**config.mk**
```make
export PLATFORM = sky130hd
export DESIGN_NAME = selective_repeat_window_controller_flat
export DESIGN_NICKNAME = d
export VERILOG_FILES = /design/src/rtl/core/srwc_pkg.sv /design/src/rtl/core/srwc_if.sv /design/src/rtl/core/srwc_ram.sv /design/src/rtl/core/selective_repeat_window_controller.sv /design/src/flat_wrapper.sv
export SDC_FILE = /design/constraint.sdc
export NUM_CORES = 2
export LEC_CHECK = 0
export CAP_MARGIN = 30
export CORE_MARGIN = 2
export CORE_UTILIZATION = 30
export CTS_BUF_LIST = sky130_fd_sc_hd__clkbuf_16
export DETAILED_ROUTE_END_ITERATION = 6
export DONT_BUFFER_PORTS = 1
export SLEW_MARGIN = 20
export SYNTH_ARGS = -nofsm -noshare
export SYNTH_HDL_FRONTEND = slang
export SYNTH_HIERARCHICAL = 1
export SYNTH_SLANG_ARGS = --single-unit
```
**constraint.sdc**
```tcl
create_clock -name clk -period 7.8 [get_ports clk]
set_clock_uncertainty 0.1 [all_clocks]
set_input_delay 0.78 -clock clk [delete_from_list [all_inputs] [get_ports clk]]
set_output_delay 0.78 -clock clk [all_outputs]
set_load 0.05 [all_outputs]
```
**src/rtl/core/srwc_pkg.sv**
```systemverilog
// package: types, codes and constants of the selective-repeat window controller
`timescale 1ns / 1ps
`default_nettype none
package srwc_pkg;

  localparam int WINDOW_DEF       = 16;
  localparam int SEQ_MAX_DEF      = 31;
  localparam int PAYLOAD_BITS_DEF = 64;

  localparam int OP_W    = 3;
  localparam int KIND_W  = 2;
  localparam int SEQ_W   = 5;
  localparam int TICKS_W = 16;
  localparam int CFG_IDX_W = 1;

  localparam logic [TICKS_W-1:0] DATA_TICKS_RST = 16'd2500;
  localparam logic [TICKS_W-1:0] ACK_TICKS_RST  = 16'd1200;

  typedef enum logic [OP_W-1:0] {
    OP_PACKET   = 3'd0,
    OP_LINK     = 3'd1,
    OP_FRAME    = 3'd2,
    OP_DATA_TO  = 3'd3,
    OP_ACK_TO   = 3'd4
  } op_t;

  localparam logic [KIND_W-1:0] KIND_DATA = 2'd0;
  localparam logic [KIND_W-1:0] KIND_NAK  = 2'd2;

  typedef enum logic [2:0] {
    ACT_SEND_DATA = 3'd0,
    ACT_SEND_ACK  = 3'd1,
    ACT_SEND_NAK  = 3'd2,
    ACT_DELIVER   = 3'd3,
    ACT_STOP      = 3'd4,
    ACT_STATUS    = 3'd5
  } act_t;

  localparam logic [CFG_IDX_W-1:0] REG_DATA_TICKS = 1'd0;
  localparam logic [CFG_IDX_W-1:0] REG_ACK_TICKS  = 1'd1;

  typedef enum logic [3:0] {
    ST_IDLE,
    ST_DECODE,
    ST_STORE,
    ST_RD_SEND,
    ST_EMIT_SEND,
    ST_FRAME_DATA,
    ST_DLV_CHECK,
    ST_DLV_READ,
    ST_DLV_EMIT,
    ST_NAK_CHECK,
    ST_ACK_LOOP,
    ST_EMIT,
    ST_STATUS
  } state_t;

endpackage
`default_nettype wire

```
**src/rtl/core/srwc_if.sv**
```systemverilog
// interfaces: request and result channels
`timescale 1ns / 1ps
`default_nettype none
interface srwc_in_if #(
  parameter int PAYLOAD_BITS = 64
);
  logic                    valid;
  logic                    ready;
  logic [2:0]              operation;
  logic                    frame_good;
  logic [1:0]              frame_kind;
  logic [4:0]              frame_seq;
  logic [4:0]              rx_ack;
  logic [PAYLOAD_BITS-1:0] payload_word;

  modport source (output valid, operation, frame_good, frame_kind, frame_seq, rx_ack,
                  payload_word, input ready);
  modport sink (input valid, operation, frame_good, frame_kind, frame_seq, rx_ack,
                payload_word, output ready);
endinterface

interface srwc_out_if #(
  parameter int PAYLOAD_BITS = 64
);
  logic                    valid;
  logic                    ready;
  logic [2:0]              action;
  logic [4:0]              seq_out;
  logic [4:0]              ack_out;
  logic [PAYLOAD_BITS-1:0] payload_out;
  logic [15:0]             timer_ticks;
  logic                    network_enable;
  logic                    last;

  modport source (output valid, action, seq_out, ack_out, payload_out, timer_ticks,
                  network_enable, last, input ready);
  modport sink (input valid, action, seq_out, ack_out, payload_out, timer_ticks,
                network_enable, last, output ready);
endinterface
`default_nettype wire

```
**src/rtl/core/srwc_ram.sv**
```systemverilog
// generic single-port ram with registered read
`timescale 1ns / 1ps
`default_nettype none
module srwc_ram #(
  parameter int WIDTH = 64,
  parameter int DEPTH = 16
) (
  input  wire logic                     clk,
  input  wire logic                     we,
  input  wire logic [$clog2(DEPTH)-1:0] addr,
  input  wire logic [WIDTH-1:0]         wdata,
  output logic      [WIDTH-1:0]         rdata
);
  logic [WIDTH-1:0] mem [DEPTH];

  // write, and registered read of the addressed word (the old word on a write)
  always_ff @(posedge clk) begin
    if (we) mem[addr] <= wdata;
    rdata <= mem[addr];
  end
endmodule
`default_nettype wire

```
**src/rtl/core/selective_repeat_window_controller.sv**
```systemverilog
// top level: selective-repeat arq window controller
//
//  channel | dir | signals
//  req     | in  | operation, frame_good, frame_kind, frame_seq, rx_ack, payload_word
//  res     | out | action, seq_out, ack_out, payload_out, timer_ticks, network_enable, last
//  cfg     | in  | cfg_we, cfg_index, cfg_data
//
// one request at a time; a small sequencer walks the windows with narrow
// modulo-seq adders and compares and one ram port per store. each delivered
// frame and each acked frame lengthens a request, as does a result held by a
// stalled sink; the next request is taken only once the status result has left.
// reset is synchronous and clears all control state; the stores hold no reset
// value.
`timescale 1ns / 1ps
`default_nettype none
module selective_repeat_window_controller
  import srwc_pkg::*;
#(
  parameter int WINDOW       = WINDOW_DEF,
  parameter int PAYLOAD_BITS = PAYLOAD_BITS_DEF
) (
  input  wire logic                 clk,
  input  wire logic                 rst,
  input  wire logic                 cfg_we,
  input  wire logic [CFG_IDX_W-1:0] cfg_index,
  input  wire logic [TICKS_W-1:0]   cfg_data,
  srwc_in_if.sink                   req,
  srwc_out_if.source                res
);
  localparam int SEQ_MAX = SEQ_MAX_DEF;
  localparam int WI_W = $clog2(WINDOW);
  localparam int SW   = $clog2(SEQ_MAX + 1);
  localparam int CW   = $clog2(WINDOW + 1);
  localparam logic [SW:0] NSEQ = (SW+1)'(SEQ_MAX + 1);

  state_t state, state_next;

  logic [TICKS_W-1:0] data_ticks, ack_ticks;
  logic [SW-1:0] send_next, send_oldest, recv_low, recv_high;
  logic [CW-1:0] outstanding;
  logic          link_ready, nak_pending;
  logic [WINDOW-1:0] slot_arrived;

  // latched request
  logic [OP_W-1:0]         op;
  logic                    good;
  logic [KIND_W-1:0]       kind;
  logic [SW-1:0]           fseq, fack;
  logic [PAYLOAD_BITS-1:0] word;

  // shared modulo arithmetic
  function automatic logic [SW-1:0] seq_inc(input logic [SW-1:0] a);
    logic [SW:0] s;
    s = {1'b0, a} + (SW+1)'(1);
    return (s >= NSEQ) ? SW'(s - NSEQ) : SW'(s);
  endfunction

  function automatic logic [SW-1:0] seq_dist(input logic [SW-1:0] f, input logic [SW-1:0] t);
    logic [SW:0] d;
    d = {1'b0, t} + NSEQ - {1'b0, f};
    return (d >= NSEQ) ? SW'(d - NSEQ) : SW'(d);
  endfunction

  function automatic logic [SW-1:0] seq_red(input logic [4:0] v);
    logic [5:0] r;
    r = {1'b0, v};
    if (r >= 6'(SEQ_MAX + 1)) r = r - 6'(SEQ_MAX + 1);
    return SW'(r);
  endfunction

  function automatic logic [WI_W-1:0] slot(input logic [SW-1:0] s);
    return WI_W'(s % WINDOW);
  endfunction

  // held result
  logic                    ovalid;
  logic [2:0]              o_act;
  logic [SW-1:0]           o_seq, o_ack;
  logic [PAYLOAD_BITS-1:0] o_pay;
  logic [TICKS_W-1:0]      o_ticks;
  logic                    o_en, o_last;
  state_t                  ret_state;

  logic [SW-1:0] ack_now;
  assign ack_now = seq_dist(SW'(1), recv_low);

  // rams
  logic                    s_we, r_we;
  logic [WI_W-1:0]         s_addr, r_addr;
  logic [PAYLOAD_BITS-1:0] s_rd, r_rd;
  logic [SW-1:0]           send_seq;

  srwc_ram #(.WIDTH(PAYLOAD_BITS), .DEPTH(WINDOW)) u_send (
    .clk, .we(s_we), .addr(s_addr), .wdata(word), .rdata(s_rd));
  srwc_ram #(.WIDTH(PAYLOAD_BITS), .DEPTH(WINDOW)) u_recv (
    .clk, .we(r_we), .addr(r_addr), .wdata(word), .rdata(r_rd));

  logic in_win, ack_hit, nak_hit;
  logic [SW-1:0] fack1;
  assign fack1   = seq_inc(fack);
  assign in_win  = seq_dist(recv_low, fseq) <= seq_dist(recv_low, recv_high);
  assign ack_hit = seq_dist(send_oldest, fack) < seq_dist(send_oldest, send_next);
  assign nak_hit = seq_dist(send_oldest, fack1) < seq_dist(send_oldest, send_next);

  logic out_free, req_take, emit_now;
  assign out_free  = !ovalid || res.ready;
  // the status result must have left before a new request is taken
  assign req.ready = (state == ST_IDLE) && !ovalid;
  assign req_take  = req.valid && req.ready;
  assign emit_now  = out_free && ((state == ST_DLV_EMIT) || (state == ST_EMIT) ||
                                  (state == ST_STATUS) || (state == ST_ACK_LOOP && ack_hit));

  assign res.valid          = ovalid;
  assign res.action         = o_act;
  assign res.seq_out        = 5'(o_seq);
  assign res.ack_out        = 5'(o_ack);
  assign res.payload_out    = o_pay;
  assign res.timer_ticks    = o_ticks;
  assign res.network_enable = o_en;
  assign res.last           = o_last;

  // ram addressing
  always_comb begin
    s_we   = (state == ST_STORE);
    s_addr = (state == ST_STORE) ? slot(send_next) : slot(send_seq);
    r_we   = (state == ST_FRAME_DATA) && in_win && !slot_arrived[slot(fseq)];
    r_addr = (state == ST_FRAME_DATA) ? slot(fseq) : slot(recv_low);
  end

  // next state
  always_comb begin
    state_next = state;
    unique case (state)
      ST_IDLE:      if (req_take) state_next = ST_DECODE;
      ST_DECODE: begin
        unique case (op)
          OP_PACKET:  state_next = (outstanding < CW'(WINDOW)) ? ST_STORE : ST_STATUS;
          OP_DATA_TO: state_next = ST_RD_SEND;
          OP_ACK_TO:  state_next = ST_EMIT;
          OP_FRAME: begin
            if (!good || (kind == KIND_DATA && fseq != recv_low))
              state_next = nak_pending ? (good ? ST_FRAME_DATA : ST_STATUS) : ST_EMIT;
            else if (kind == KIND_DATA) state_next = ST_FRAME_DATA;
            else state_next = ST_NAK_CHECK;
          end
          default:    state_next = ST_STATUS;
        endcase
      end
      ST_STORE:     state_next = ST_RD_SEND;
      ST_RD_SEND:   state_next = ST_EMIT_SEND;
      ST_EMIT_SEND: if (out_free) state_next = ST_EMIT;
      ST_FRAME_DATA: state_next = (kind == KIND_DATA && in_win && !slot_arrived[slot(fseq)])
                                  ? ST_DLV_CHECK : ST_NAK_CHECK;
      ST_DLV_CHECK: state_next = slot_arrived[slot(recv_low)] ? ST_DLV_READ : ST_NAK_CHECK;
      ST_DLV_READ:  state_next = ST_DLV_EMIT;
      ST_DLV_EMIT:  if (out_free) state_next = ST_DLV_CHECK;
      ST_NAK_CHECK: state_next = (kind == KIND_NAK && nak_hit) ? ST_RD_SEND : ST_ACK_LOOP;
      ST_ACK_LOOP:  if (out_free) state_next = ack_hit ? ST_ACK_LOOP : ST_STATUS;
      ST_EMIT:      if (out_free) state_next = ret_state;
      ST_STATUS:    if (out_free) state_next = ST_IDLE;
      default:      state_next = ST_IDLE;
    endcase
  end

  // state and datapath registers
  always_ff @(posedge clk) begin
    if (rst) begin
      state        <= ST_IDLE;
      data_ticks   <= DATA_TICKS_RST;
      ack_ticks    <= ACK_TICKS_RST;
      send_next    <= '0;
      send_oldest  <= '0;
      recv_low     <= '0;
      recv_high    <= SW'((WINDOW - 1) % (SEQ_MAX + 1));
      outstanding  <= '0;
      link_ready   <= 1'b0;
      nak_pending  <= 1'b0;
      slot_arrived <= '0;
      ovalid       <= 1'b0;
      ret_state    <= ST_STATUS;
    end else begin
      state <= state_next;
      if (cfg_we) begin
        unique case (cfg_index)
          REG_DATA_TICKS: data_ticks <= cfg_data;
          REG_ACK_TICKS:  ack_ticks  <= cfg_data;
          default: ;
        endcase
      end

      // result valid: raised when a result is loaded, dropped once taken
      if (emit_now) ovalid <= 1'b1;
      else if (res.ready) ovalid <= 1'b0;

      unique case (state)
        ST_IDLE: if (req_take) begin
          op   <= req.operation;
          good <= req.frame_good;
          kind <= req.frame_kind;
          fseq <= seq_red(req.frame_seq);
          fack <= seq_red(req.rx_ack);
          word <= req.payload_word;
        end
        ST_DECODE: begin
          send_seq <= send_oldest;
          unique case (op)
            OP_LINK:  link_ready <= 1'b1;
            OP_ACK_TO: begin
              o_act <= ACT_SEND_ACK; o_seq <= '0; o_ack <= ack_now; o_pay <= '0;
              o_ticks <= '0; ret_state <= ST_STATUS;
              link_ready <= 1'b0;
            end
            OP_FRAME: if (!nak_pending &&
                          (!good || (kind == KIND_DATA && fseq != recv_low))) begin
              nak_pending <= 1'b1;
              link_ready  <= 1'b0;
              o_act <= ACT_SEND_NAK; o_seq <= '0; o_ack <= ack_now; o_pay <= '0;
              o_ticks <= '0;
              ret_state <= good ? ST_FRAME_DATA : ST_STATUS;
            end
            default: ;
          endcase
        end
        ST_STORE: begin
          send_seq    <= send_next;
          outstanding <= outstanding + CW'(1);
          send_next   <= seq_inc(send_next);
        end
        ST_EMIT_SEND: if (out_free) begin
          o_act <= ACT_SEND_DATA; o_seq <= send_seq; o_ack <= ack_now; o_pay <= s_rd;
          o_ticks <= data_ticks;
          ret_state <= (op == OP_FRAME) ? ST_ACK_LOOP : ST_STATUS;
          link_ready <= 1'b0;
        end
        ST_FRAME_DATA: if (r_we) slot_arrived[slot(fseq)] <= 1'b1;
        ST_DLV_EMIT: if (out_free) begin
          o_act <= ACT_DELIVER; o_seq <= '0; o_ack <= '0; o_pay <= r_rd;
          o_ticks <= ack_ticks; o_en <= 1'b0; o_last <= 1'b0;
          nak_pending <= 1'b0;
          slot_arrived[slot(recv_low)] <= 1'b0;
          recv_low  <= seq_inc(recv_low);
          recv_high <= seq_inc(recv_high);
        end
        ST_NAK_CHECK: send_seq <= fack1;
        ST_ACK_LOOP: if (out_free && ack_hit) begin
          o_act <= ACT_STOP; o_seq <= send_oldest; o_ack <= '0; o_pay <= '0;
          o_ticks <= '0; o_en <= 1'b0; o_last <= 1'b0;
          if (outstanding != '0) outstanding <= outstanding - CW'(1);
          send_oldest <= seq_inc(send_oldest);
        end
        ST_EMIT: if (out_free) begin
          o_en <= 1'b0; o_last <= 1'b0;
        end
        ST_STATUS: if (out_free) begin
          o_act <= ACT_STATUS; o_seq <= '0; o_ack <= '0; o_pay <= '0; o_ticks <= '0;
          o_en <= (outstanding < CW'(WINDOW)) && link_ready; o_last <= 1'b1;
        end
        default: ;
      endcase
    end
  end
endmodule
`default_nettype wire
```
**src/flat_wrapper.sv**
```systemverilog
// flat-port wrapper written by rule: the top's interface ports become plain ports
module selective_repeat_window_controller_flat import srwc_pkg::*;
#(
  parameter int WINDOW       = WINDOW_DEF,
  parameter int PAYLOAD_BITS = PAYLOAD_BITS_DEF
)
  (clk, rst, cfg_we, cfg_index, cfg_data, req_valid, req_operation, req_frame_good, req_frame_kind, req_frame_seq, req_rx_ack, req_payload_word, req_ready, res_valid, res_action, res_seq_out, res_ack_out, res_payload_out, res_timer_ticks, res_network_enable, res_last, res_ready);
  srwc_in_if #(.PAYLOAD_BITS(PAYLOAD_BITS)) req_i ();
  srwc_out_if #(.PAYLOAD_BITS(PAYLOAD_BITS)) res_i ();
  input  wire logic clk;
  input  wire logic rst;
  input  wire logic cfg_we;
  input  wire logic [CFG_IDX_W-1:0] cfg_index;
  input  wire logic [TICKS_W-1:0] cfg_data;
  input wire logic [$bits(req_i.valid)-1:0] req_valid;
  input wire logic [$bits(req_i.operation)-1:0] req_operation;
  input wire logic [$bits(req_i.frame_good)-1:0] req_frame_good;
  input wire logic [$bits(req_i.frame_kind)-1:0] req_frame_kind;
  input wire logic [$bits(req_i.frame_seq)-1:0] req_frame_seq;
  input wire logic [$bits(req_i.rx_ack)-1:0] req_rx_ack;
  input wire logic [$bits(req_i.payload_word)-1:0] req_payload_word;
  output wire logic [$bits(req_i.ready)-1:0] req_ready;
  output wire logic [$bits(res_i.valid)-1:0] res_valid;
  output wire logic [$bits(res_i.action)-1:0] res_action;
  output wire logic [$bits(res_i.seq_out)-1:0] res_seq_out;
  output wire logic [$bits(res_i.ack_out)-1:0] res_ack_out;
  output wire logic [$bits(res_i.payload_out)-1:0] res_payload_out;
  output wire logic [$bits(res_i.timer_ticks)-1:0] res_timer_ticks;
  output wire logic [$bits(res_i.network_enable)-1:0] res_network_enable;
  output wire logic [$bits(res_i.last)-1:0] res_last;
  input wire logic [$bits(res_i.ready)-1:0] res_ready;
  assign req_i.valid = req_valid;
  assign req_i.operation = req_operation;
  assign req_i.frame_good = req_frame_good;
  assign req_i.frame_kind = req_frame_kind;
  assign req_i.frame_seq = req_frame_seq;
  assign req_i.rx_ack = req_rx_ack;
  assign req_i.payload_word = req_payload_word;
  assign req_ready = req_i.ready;
  assign res_valid = res_i.valid;
  assign res_action = res_i.action;
  assign res_seq_out = res_i.seq_out;
  assign res_ack_out = res_i.ack_out;
  assign res_payload_out = res_i.payload_out;
  assign res_timer_ticks = res_i.timer_ticks;
  assign res_network_enable = res_i.network_enable;
  assign res_last = res_i.last;
  assign res_i.ready = res_ready;
  selective_repeat_window_controller #(.WINDOW(WINDOW), .PAYLOAD_BITS(PAYLOAD_BITS)) u_core (.clk(clk), .rst(rst), .cfg_we(cfg_we), .cfg_index(cfg_index), .cfg_data(cfg_data), .req(req_i), .res(res_i));
endmodule
```
==> impl_metrics.sql <==
INSERT INTO impl_metrics (metric_group, metric, value, unit) VALUES
('route', 'drt_wl_total', '222000', 'um'),
('layout', 'final-instance-count-excl-fill', '8779', ''),
('worst_setup_path', 'crit_arrival', '6.07', 'ns'),
('cts', 'clk_latency_worst_skew_pair', '0.89', 'ns'),
('timing', 'setup_total_negative_slack', '0', 'ns'),
('synth', 'synth_edf_count', '2228', ''),
('floorplan', 'core-area', '302000', 'sq um'),
('layout', 'finish.net_count', '4734', ''),
('floorplan', 'die_outline_area', '308000', 'sq um'),
('worst_setup_path', 'crit_path_end_kind', 'flip-flop', ''),
('timing', 'rsz_0062_raised_after_global_routing', 'false', ''),
('layout', 'fillerInstances', '27700', ''),
('global_route', 'grt_first_pass_wirelength', '322000', 'um'),
('route', 'route.detailed.drc', '2', ''),
('timing', 'timing.final.crit_share', '0.729', ''),
('cts', 'cts.sinks', '2440', ''),
('layout', 'regArea', '71100', 'sq um'),
('route', 'antenna_violating_nets_post_route', '0', ''),
('route', 'dr_pass1_iterations', '7', ''),
('cts', 'clockBufferDepth', '3', ''),
('timing', 'setup_viol', '0', ''),
('layout', 'most_common_cell_after_layout_fill_and_taps_aside', 'sky130_fd_sc_hd__edfxtp_1', ''),
('synth', 'synth_top_cell_area_share', '0.735', ''),
('synth', 'yosysWarnings', '6', ''),
('layout', 'fraction_of_layout_instances_using_a_drive_strength_above_1', '0.230', ''),
('pwr', 'pwr-share-clk', '0.345', ''),
('pwr', 'power_switching', '9.29', 'mW'),
('placed_design', 'cells_after_dpl', '8168', ''),
('placed_design', 'placedInstanceArea', '96700', 'sq um'),
('pwr', 'p_sw_frac', '0.275', ''),
('layout', 'mostFrequentLayoutCells', '2228 x sky130_fd_sc_hd__edfxtp_1, 519 x sky130_fd_sc_hd__mux4_2, 262 x sky130_fd_sc_hd__a22oi_1', ''),
('timing', 'max-slew-margin-rel', '0.250', ''),
('timing', 'fin_hold_ws', '0.110', 'ns'),
('timing', 'finalHoldViolations', '0', ''),
('cts', 'cts_inserted_buffers', '237', ''),
('layout', 'area_growth_syn_to_layout', '17.3', '%'),
('timing', 'least_margin_pin_slew', '1.12', 'ns'),
('global_route', 'groute.usage.overall', '0.142', ''),
('floorplan', 'pin_count', '199', ''),
('synth', 'synth_fp_nets', '4460', ''),
('floorplan', 'die_w', '555', 'um'),
('cts', 'cts_resized', '0', ''),
('global_route', 'initial_antenna_violation_count', '22', ''),
('synth', 'synth_top_cells_by_area', 'sky130_fd_sc_hd__edfxtp_1 74%, sky130_fd_sc_hd__mux4_2 13%, sky130_fd_sc_hd__dfxtp_1 4.7%', ''),
('synth', 'post_synth_num_cell_types', '70', ''),
('placed_design', 'final_estimated_routing_congestion_in_global_placement', '0.810', ''),
('synth', 'ys_seq_elements', '2440', ''),
('status', 'violations', 'design-rule violations', ''),
('route', 'drt_iter0_markers', '4162', ''),
('cts', 'path_clk_slew', '0.06', 'ns'),
('pwr', 'static-leakage-power', '33.3', 'nW'),
('placed_design', 'dpl.hpwl', '125000', 'um'),
('pwr', 'total_power_per_unit_cell_area', '316', 'nW/um^2'),
('synth', 'syn-cell-area', '91000', 'sq um'),
('cts', 'cts_root_buffer', 'sky130_fd_sc_hd__clkbuf_16', ''),
('run', 'timing.max_cap.violations', '0', ''),
('route', 'vias', '43900', ''),
('layout', 'multi_input_comb_area', '19000', 'sq um'),
('route', 'vias_per_cell', '5.00', ''),
('layout', 'post-route-util', '0.353', ''),
('global_route', 'gr-total-overflow', '0', ''),
('synth', 'yosys_most_used_dff', 'sky130_fd_sc_hd__edfxtp_1', ''),
('global_route', 'grt_max_degree', '141', ''),
('synth', 'synth-async-reset-ratio', '0', ''),
('status', 'status', 'complete, but fails checks', ''),
('global_route', 'first_global_vias', '44900', ''),
('placed_design', 'place_worst_setup_slack', '2.12', 'ns'),
('pwr', 'power_report.internal_total', '24.5', 'mW'),
('pwr', 'irDropWorstVdd', '305', 'uV'),
('timing', 'report.final.slew_viol_count', '0', ''),
('worst_setup_path', 'worst_setup_path_type', 'flip-flop to flip-flop', '');
synth_stat cells, types with 3 or more instances:
| cell | count |
|---|---|
| sky130_fd_sc_hd__a211o_1 | 3 |
| sky130_fd_sc_hd__a211oi_1 | 5 |
| sky130_fd_sc_hd__a21o_1 | 16 |
| sky130_fd_sc_hd__a21oi_1 | 59 |
| sky130_fd_sc_hd__a22o_1 | 82 |
| sky130_fd_sc_hd__a22oi_1 | 262 |
| sky130_fd_sc_hd__a31oi_1 | 9 |
| sky130_fd_sc_hd__and2_1 | 5 |
| sky130_fd_sc_hd__buf_1 | 29 |
| sky130_fd_sc_hd__buf_2 | 60 |
| sky130_fd_sc_hd__buf_4 | 14 |
| sky130_fd_sc_hd__buf_6 | 4 |
| sky130_fd_sc_hd__clkbuf_1 | 124 |
| sky130_fd_sc_hd__dfxtp_1 | 212 |
| sky130_fd_sc_hd__edfxtp_1 | 2228 |
| sky130_fd_sc_hd__fa_1 | 6 |
| sky130_fd_sc_hd__ha_1 | 44 |
| sky130_fd_sc_hd__inv_1 | 30 |
| sky130_fd_sc_hd__mux2_2 | 3 |
| sky130_fd_sc_hd__mux2i_1 | 9 |
| sky130_fd_sc_hd__mux4_2 | 519 |
| sky130_fd_sc_hd__nand2_1 | 259 |
| sky130_fd_sc_hd__nand2b_1 | 14 |
| sky130_fd_sc_hd__nand3_1 | 30 |
| sky130_fd_sc_hd__nand3b_1 | 5 |
| sky130_fd_sc_hd__nand4_1 | 8 |
| sky130_fd_sc_hd__nor2_1 | 80 |
| sky130_fd_sc_hd__nor2b_1 | 19 |
| sky130_fd_sc_hd__nor3_1 | 25 |
| sky130_fd_sc_hd__nor3b_1 | 3 |
| sky130_fd_sc_hd__o211ai_1 | 12 |
| sky130_fd_sc_hd__o21ai_0 | 21 |
| sky130_fd_sc_hd__o21ai_1 | 8 |
| sky130_fd_sc_hd__o311ai_0 | 8 |
| sky130_fd_sc_hd__o31ai_1 | 5 |
| sky130_fd_sc_hd__or3_1 | 4 |
| sky130_fd_sc_hd__or3b_2 | 3 |
| sky130_fd_sc_hd__xnor2_1 | 27 |
| sky130_fd_sc_hd__xor2_1 | 17 |
cell families after synthesis:
logic type,after synthesis,share of synthesized area
DFF,2440,0.782
muxes,533,0.130
AOI/OAI and AO/OA,512,0.0415
and+or+nand+nor,465,0.0223
buffers and inverters,264,0.0126
adders and majority gates,50,0.00737
xor gates and xnor gates,44,0.00424
worst paths after layout:
check             depth (start not counted)                         startpoint  slack [ns]                             endpoint
hold / removal                            2                                rst        0.11   u_core/outstanding[4]$_SDFFE_PP0P_
setup / recovery                         15           u_core/fseq[0]$_DFFE_PP_        2.11  u_core/u_recv/mem[10][13]$_DFFE_PP_
hold reg to reg                           2  u_core/ack_ticks[14]$_SDFFE_PP0P_        0.36    u_core/ack_ticks[14]$_SDFFE_PP0P_
setup reg to reg                         15           u_core/fseq[0]$_DFFE_PP_        2.11  u_core/u_recv/mem[10][13]$_DFFE_PP_
power by group through the flow:
| stage | sequential (mW) | clock (mW) | combinational (mW) |
|---|---|---|---|
| 3_3_place_gp | 17.1 | 0 | 5.11 |
| 5_1_grt | 16.7 | 12.4 | 6.04 |
| 2_1_floorplan | 16.7 | 0 | 3.77 |
| 3_5_place_dp | 17.1 | 0 | 5.25 |
| 6_report | 16.6 | 11.6 | 5.58 |
| 4_1_cts | 16.8 | 11.9 | 5.33 |
flip-flops by register name (all words and copies together) (netlist names), 16 cells and up:
name	count
u_core/data_ticks	16
u_core/u_send/mem	1024
u_core/ack_ticks	16
u_core/res.timer_ticks	16
u_core/u_recv/rdata	64
u_core/word	64
u_core/res.payload_out	64
u_core/u_recv/mem	1024
u_core/u_send/rdata	64
u_core/slot_arrived	16
routing by layer:
layer | global-route usage | up-vias | wire (um)
met4 | 0.0318 | 24 | 3890
li1 | - | 18500 | -
met2 | 0.237 | 1468 | 110000
met5 | 0 | - | 138
met3 | 0.0287 | 264 | 15000
met1 | 0.190 | 23700 | 93600
critical path, stage by stage (launching register included):
cell,delay (ns)
sky130_fd_sc_hd__edfxtp_1,0.55
sky130_fd_sc_hd__inv_1,0.27
sky130_fd_sc_hd__ha_1,0.19
sky130_fd_sc_hd__inv_1,0.07
sky130_fd_sc_hd__fa_1,0.39
sky130_fd_sc_hd__a21o_1,0.17
sky130_fd_sc_hd__a21oi_1,0.20
sky130_fd_sc_hd__xnor2_1,0.11
sky130_fd_sc_hd__ha_1,0.33
sky130_fd_sc_hd__mux2i_1,0.18
sky130_fd_sc_hd__a21oi_1,0.09
sky130_fd_sc_hd__nor3_2,0.74
sky130_fd_sc_hd__buf_4,0.32
sky130_fd_sc_hd__nand3b_1,0.32
sky130_fd_sc_hd__nor2_4,0.66
sky130_fd_sc_hd__buf_4,0.57
layout make-up:
class                           count  share of cell area
Antenna cell                        4           0.0000938
Clock buffer                      240              0.0563
Clock inverter                    214              0.0198
Inverter                           32             0.00113
Multi-Input combinational cell   1604               0.178
Sequential cell                  2440               0.667
Tap cell                         3978              0.0466
Timing Repair Buffer              267              0.0310
timing repair:
action,in CTS,in global routing
endpoints found under the hold margin,143,0
setup buffers,0,0
hold buffers,99,0
(Power assumes the default switching activity.)
